`src/rtl/u2a_pkg.sv`:
```
`timescale 1ns / 1ps
package u2a_pkg;

    localparam int BYTE_W = 8;
    localparam int CP_W   = 21;
    localparam int CHAR_W = 7;
    localparam int REM_W  = 2;

    localparam logic [CHAR_W-1:0] ASC_SPACE  = 7'h20;
    localparam logic [CHAR_W-1:0] ASC_APOS   = 7'h27;
    localparam logic [CHAR_W-1:0] ASC_DQUOTE = 7'h22;
    localparam logic [CHAR_W-1:0] ASC_DASH   = 7'h2D;
    localparam logic [CHAR_W-1:0] ASC_STAR   = 7'h2A;
    localparam logic [CHAR_W-1:0] ASC_DOT    = 7'h2E;
    localparam logic [CHAR_W-1:0] ASC_UPPER_O = 7'h4F;
    localparam logic [CHAR_W-1:0] ASC_LOWER_O = 7'h6F;
    localparam logic [CHAR_W-1:0] ASC_UPPER_S = 7'h53;
    localparam logic [CHAR_W-1:0] ASC_LOWER_S = 7'h73;
    localparam logic [CHAR_W-1:0] ASC_UPPER_Z = 7'h5A;
    localparam logic [CHAR_W-1:0] ASC_LOWER_Z = 7'h7A;

    // base letters for U+00C0 .. U+00FF
    localparam logic [0:63][7:0] LATIN1_FOLD =
        "AAAAAAACEEEEIIIIDNOOOOO*OUUUUYPsaaaaaaaceeeeiiiidnooooo/ouuuuypy";

    typedef struct packed {
        logic [REM_W-1:0] rem;
        logic [CP_W-1:0]  cp;
    } t_dec_state;

    typedef struct packed {
        logic              hit;
        logic [CHAR_W-1:0] ch;
    } t_fold_res;

    function automatic t_fold_res fold_cp(input logic [CP_W-1:0] cp);
        t_fold_res r;
        r.hit = 1'b1;
        r.ch  = '0;
        if (cp < 21'h80) begin
            r.ch = cp[CHAR_W-1:0];
        end else begin
            case (cp)
                21'h00A0: r.ch = ASC_SPACE;
                21'h2018, 21'h2019, 21'h201A, 21'h2032: r.ch = ASC_APOS;
                21'h201C, 21'h201D, 21'h201E, 21'h2033: r.ch = ASC_DQUOTE;
                21'h2013, 21'h2014, 21'h2212, 21'h2010, 21'h2011: r.ch = ASC_DASH;
                21'h2022, 21'h00B7, 21'h25AA, 21'h2023: r.ch = ASC_STAR;
                21'h2026: r.ch = ASC_DOT;
                21'h0152: r.ch = ASC_UPPER_O;
                21'h0153: r.ch = ASC_LOWER_O;
                21'h0160, 21'h015A: r.ch = ASC_UPPER_S;
                21'h0161, 21'h015B: r.ch = ASC_LOWER_S;
                21'h017D, 21'h0179: r.ch = ASC_UPPER_Z;
                21'h017E, 21'h017A: r.ch = ASC_LOWER_Z;
                default: begin
                    if (cp >= 21'h00C0 && cp <= 21'h00FF) begin
                        r.ch = LATIN1_FOLD[cp[5:0]][CHAR_W-1:0];
                    end else begin
                        r.hit = 1'b0;
                    end
                end
            endcase
        end
        return r;
    endfunction

endpackage

```
`src/rtl/utf8_to_ascii_fold_unit.sv`:
```
`timescale 1ns / 1ps
// UTF-8 to ASCII folding stream unit. One byte enters per cycle on s_axis; each complete code
// point with an ASCII form passes the input register and the result register and leaves as
// one character on m_axis; bytes that complete nothing or fold to nothing give no output. The
// input register, the decode and fold logic and the result register form a two-stage pipeline,
// so throughput is one byte per cycle while no stall holds it; s_axis_tready drops only while
// the result register holds an undelivered character and m_axis_tready is low.
module utf8_to_ascii_fold_unit (
    input  logic       i_clk,
    input  logic       i_rst_n,
    input  logic       s_axis_tvalid,
    output logic       s_axis_tready,
    input  logic [7:0] s_axis_tdata,   // [7:0] data_byte
    input  logic       s_axis_tlast,   // end_of_stream
    output logic       m_axis_tvalid,
    input  logic       m_axis_tready,
    output logic [7:0] m_axis_tdata    // [6:0] ascii_char, [7] zero
);
    import u2a_pkg::*;

    logic              r_in_valid;
    logic [BYTE_W-1:0] r_in_byte;
    logic              r_in_last;
    t_dec_state        r_state;
    logic              r_out_valid;
    logic [CHAR_W-1:0] r_out_char;

    t_dec_state        n_state;
    t_fold_res         w_res;
    logic              w_adv;

    assign w_adv         = !r_out_valid || m_axis_tready;
    assign s_axis_tready = !r_in_valid || w_adv;

    u2a_decode u_decode (
        .i_state (r_state),
        .i_byte  (r_in_byte),
        .i_last  (r_in_last),
        .o_state (n_state),
        .o_res   (w_res)
    );

    always_ff @(posedge i_clk) begin
        if (!i_rst_n) begin
            r_in_valid  <= 1'b0;
            r_state     <= '0;
            r_out_valid <= 1'b0;
        end else begin
            if (s_axis_tready) begin
                r_in_valid <= s_axis_tvalid;
            end
            if (r_in_valid && w_adv) begin
                r_state <= n_state;
            end
            if (w_adv) begin
                r_out_valid <= r_in_valid && w_res.hit;
            end
        end
    end

    always_ff @(posedge i_clk) begin
        if (s_axis_tvalid && s_axis_tready) begin
            r_in_byte <= s_axis_tdata;
            r_in_last <= s_axis_tlast;
        end
        if (w_adv && r_in_valid && w_res.hit) begin
            r_out_char <= w_res.ch;
        end
    end

    assign m_axis_tvalid = r_out_valid;
    assign m_axis_tdata  = {1'b0, r_out_char};

endmodule

```
`src/rtl/u2a_decode.sv`:
```
`timescale 1ns / 1ps
module u2a_decode (
    input  u2a_pkg::t_dec_state i_state,
    input  logic [7:0]          i_byte,
    input  logic                i_last,
    output u2a_pkg::t_dec_state o_state,
    output u2a_pkg::t_fold_res  o_res
);
    import u2a_pkg::*;

    logic             w_cont;
    logic             w_cp_valid;
    logic [CP_W-1:0]  w_cp;
    logic [CP_W-1:0]  w_shifted;
    logic [REM_W-1:0] w_rem_dec;
    t_dec_state       w_next;
    t_fold_res        w_fold;

    assign w_cont    = (i_state.rem != '0) && (i_byte[7:6] == 2'b10);
    assign w_shifted = {i_state.cp[CP_W-7:0], i_byte[5:0]};
    assign w_rem_dec = i_state.rem - 2'd1;

    always_comb begin
        w_next     = '0;
        w_cp_valid = 1'b0;
        w_cp       = '0;
        if (w_cont) begin
            w_next.rem = w_rem_dec;
            w_next.cp  = w_shifted;
            if (w_rem_dec == '0) begin
                w_cp_valid = 1'b1;
                w_cp       = w_shifted;
                w_next.cp  = '0;
            end
        end else if (!i_byte[7]) begin
            w_cp_valid = 1'b1;
            w_cp       = {{(CP_W-BYTE_W){1'b0}}, i_byte};
        end else if (i_byte[7:5] == 3'b110) begin
            w_next.rem = 2'd1;
            w_next.cp  = {{(CP_W-5){1'b0}}, i_byte[4:0]};
        end else if (i_byte[7:4] == 4'b1110) begin
            w_next.rem = 2'd2;
            w_next.cp  = {{(CP_W-4){1'b0}}, i_byte[3:0]};
        end else if (i_byte[7:3] == 5'b11110) begin
            w_next.rem = 2'd3;
            w_next.cp  = {{(CP_W-3){1'b0}}, i_byte[2:0]};
        end
        // end of stream closes any open sequence
        if (i_last) begin
            w_next = '0;
        end
    end

    assign w_fold      = fold_cp(w_cp);
    assign o_state     = w_next;
    assign o_res.hit   = w_cp_valid && w_fold.hit;
    assign o_res.ch    = w_fold.ch;

endmodule

```
`config.mk`:
```
export PLATFORM = sky130hd
export DESIGN_NAME = utf8_to_ascii_fold_unit
export DESIGN_NICKNAME = d
export VERILOG_FILES = /design/src/rtl/u2a_pkg.sv /design/src/rtl/utf8_to_ascii_fold_unit.sv /design/src/rtl/u2a_decode.sv
export SDC_FILE = /design/constraint.sdc
export NUM_CORES = 1
export LEC_CHECK = 0
export BUFFER_PORTS_ARGS = -buffer_cell sky130_fd_sc_hd__buf_2
export CAP_MARGIN = 20
export CELL_PAD_IN_SITES_DETAIL_PLACEMENT = 1
export CELL_PAD_IN_SITES_GLOBAL_PLACEMENT = 2
export CORE_AREA = 2 2 85 87
export CTS_BUF_LIST = sky130_fd_sc_hd__clkbuf_4 sky130_fd_sc_hd__clkbuf_8
export DETAILED_ROUTE_END_ITERATION = 8
export DIE_AREA = 0 0 87 89
export PLACE_DENSITY = 0.94
export SETUP_SLACK_MARGIN = 0.4
export SLEW_MARGIN = 0
export SYNTH_ARGS = -nofsm -noshare
export SYNTH_HDL_FRONTEND = slang
export SYNTH_HIERARCHICAL = 1
export SYNTH_SLANG_ARGS = --single-unit
```
`constraint.sdc`:
```
create_clock -name i_clk -period 5.94 [get_ports i_clk]
set_clock_uncertainty 0.2 [all_clocks]
set_input_delay 0.891 -clock i_clk [delete_from_list [all_inputs] [get_ports i_clk]]
set_output_delay 0.891 -clock i_clk [all_outputs]
set_load 0.05 [all_outputs]
```
==> results.md <==
- Io pins: 23
- Crit start category: flip-flop
- Fraction of layout cells with a size suffix above 1: 15.7%
- WHS: 0.264 ns
- Crit-path slowest cell: edfxtp_1
- Setup TNS: 0 ns
- H-tree depth: 2
- # DRC: 0
- Worst Setup Path Type: reg2reg
- 1st-pass router iterations: 4
- Least-Margin Pin Slew: 0.858 ns
- Num CTS Buffers: 5
- Crit Path Max Fanout: 15
- Clk sinks: 35
- Critical path data required time: about 5.7 ns
- Tot Pwr: 0.522 mW
- Clock power share: 35.1%
- Filler cell count: 804
- Syn Std Cell Area: 0.00247 mm^2
- NetSw: roughly 0.14 mW
- Post-CTS Hold Buffers: 0
- Area post-placement: 0.00255 mm^2
- Root Driver: clkbuf_8
- Switching Fraction: 27.2%
- WP data arrival: between 3 and 4 ns
- Wire per inst: 17.0 um
- Comb power frac: 12.4%
- Layout area overhead: 7.48%
- Syn_area_per_cell: approximately 8.5 um^2
- Die H: between 80 and 90 um
- Setup ws final: around 2.5 ns
- Critical path endpoint category: flip-flop
- Post-detail-place hpwl: 4.84 mm
- Row cnt: 30
- Mapped Nets: 305
- Grt ovf: 0
- Post-Syn Instances: 290
- Layout Utilization: 39.6%
- Power Internal: about 0.38 mW
- Die ar.: 0.00774 mm^2
- Final count of hold timing violations: 0
- Setup bufs post-CTS: 0
- Iter 0 DRT Violations: 157
- Non-filler cells, final: 379
- Commonest non-fill, non-tap cell in the layout: nand2_1
- Commonest non-fill, non-tap cells in the layout: nand2_1, buf_2, dfxtp_1
- Routed wire length: ~6.4 mm
- Relative slew margins: 42.4%
- Fin crit share: 57.1%
- Remaining antenna violation count: 0
- Fin crit period: 3.39 ns
- Placer Congestion: 0.878
- Max-cap violations: 0
- Status: complete, no violations
- Layout net count: ~310
- Critical Path, Cell by Cell: or4bb_1 -> nor4_1 -> nand4_1 -> o221ai_2 -> a211oi_2 -> a21oi_1 -> nand2_1 -> nor2_1
- Core area: 0.00672 mm^2
- VDD IR max: 0.000126 V
- Pre-CTS WS: 2.61 ns
- Via density: 5.76
- Vias in the first global route: about 2100
- Dpl cells: 370
- Clock-pin slew on the worst setup and hold paths: 0.07 ns
- CTS tree: yes
- Clock tree buffer depth: 2
- Initial core utilization: 36.8%
- Vias: 2182
- Gr usage total: roughly 18%
- Min-Delay Path Class: reg2reg
- I/O Buffers: 21
- Max incr delay on CP: 0.64 ns
- Power share of the sequential group: 52.5%
- Slew Viols, Final: 0
- Initial antenna violation count: 0
- Chip Width: 87 um
- Pwr dens: 196 mW/mm^2
- Leak pwr: 0.925 nW
- Yosys warnings: 6
- Setup repair after global routing missed its margin: no
- Achievable clock frequency: 0.295 GHz
- First-pass GRT wire length: 10.7 mm
- # diodes: 0
- Post_cts resized: 0
- Design area: ~0.0027 mm^2
- Finish-stage setup viols: 0
- Clock Latency Late Sink: slightly below 0.3 ns
- Largest net degree at the start of global routing: 37
[path summary, 6_finish.rpt]
kind | to | slack, ns | cells after the start | startpoint
worst max-delay path | r_out_char[6] | 2.55 | 8 | r_in_byte[1]
worst min-delay path | r_state[10] | 0.26 | 2 | r_state[10]
worst max register to register | r_out_char[6] | 2.55 | 8 | r_in_byte[1]
worst min register to register | r_state[10] | 0.26 | 2 | r_state[10]
[worst max-delay path, delay by kind of cell, from the launching register on]
| family | cells | cell delay [ns] |
|---|---|---|
| AO/OA/AOI/OAI | 3 | 0.62 |
| AND/OR/NAND/NOR | 5 | 1.58 |
| flip-flops | 1 | 0.64 |
[area by class of cell]
class                      instances  area (um^2)  share of cell area (%)
inverter                           8         30.0                    1.13
clock inverter                     1         5.00                   0.188
sequential                        35          861                    32.4
tap                               80          100                    3.76
multi-input combinational        226         1450                    54.7
timing repair buffer              22          120                    4.52
clock buffer                       7         90.1                    3.39
[power by group through the flow]
stage | Clock (mW) | Combinational, mW | Sequential, mW
2_1_floorplan | 0 | 0.0534 | 0.275
3_3_place_gp | 0 | 0.0624 | 0.279
3_5_place_dp | 0 | 0.0632 | 0.279
4_1_cts | 0.188 | 0.0634 | 0.274
5_1_grt | 0.199 | 0.0707 | 0.276
6_report | 0.183 | 0.0646 | 0.274
[state kept, by name (all words and copies together), names as in the netlist]
signal and cells:
r_state 17, m_axis_tvalid 1, r_out_char 7, r_in_valid 1, r_in_last 1, r_in_byte 8
[layer usage]
| metal | routed length (um) | up-vias | track usage [%] |
|---|---|---|---|
| li1 | - | 1073 | - |
| met1 | 2940 | 1043 | 23.9 |
| met2 | 3070 | 56 | 28.9 |
| met3 | 313 | 10 | 3.42 |
| met4 | 108 | 0 | 5.54 |
| met5 | 0 | - | 0 |
Note: power is estimated with default switching activity, not from simulation.
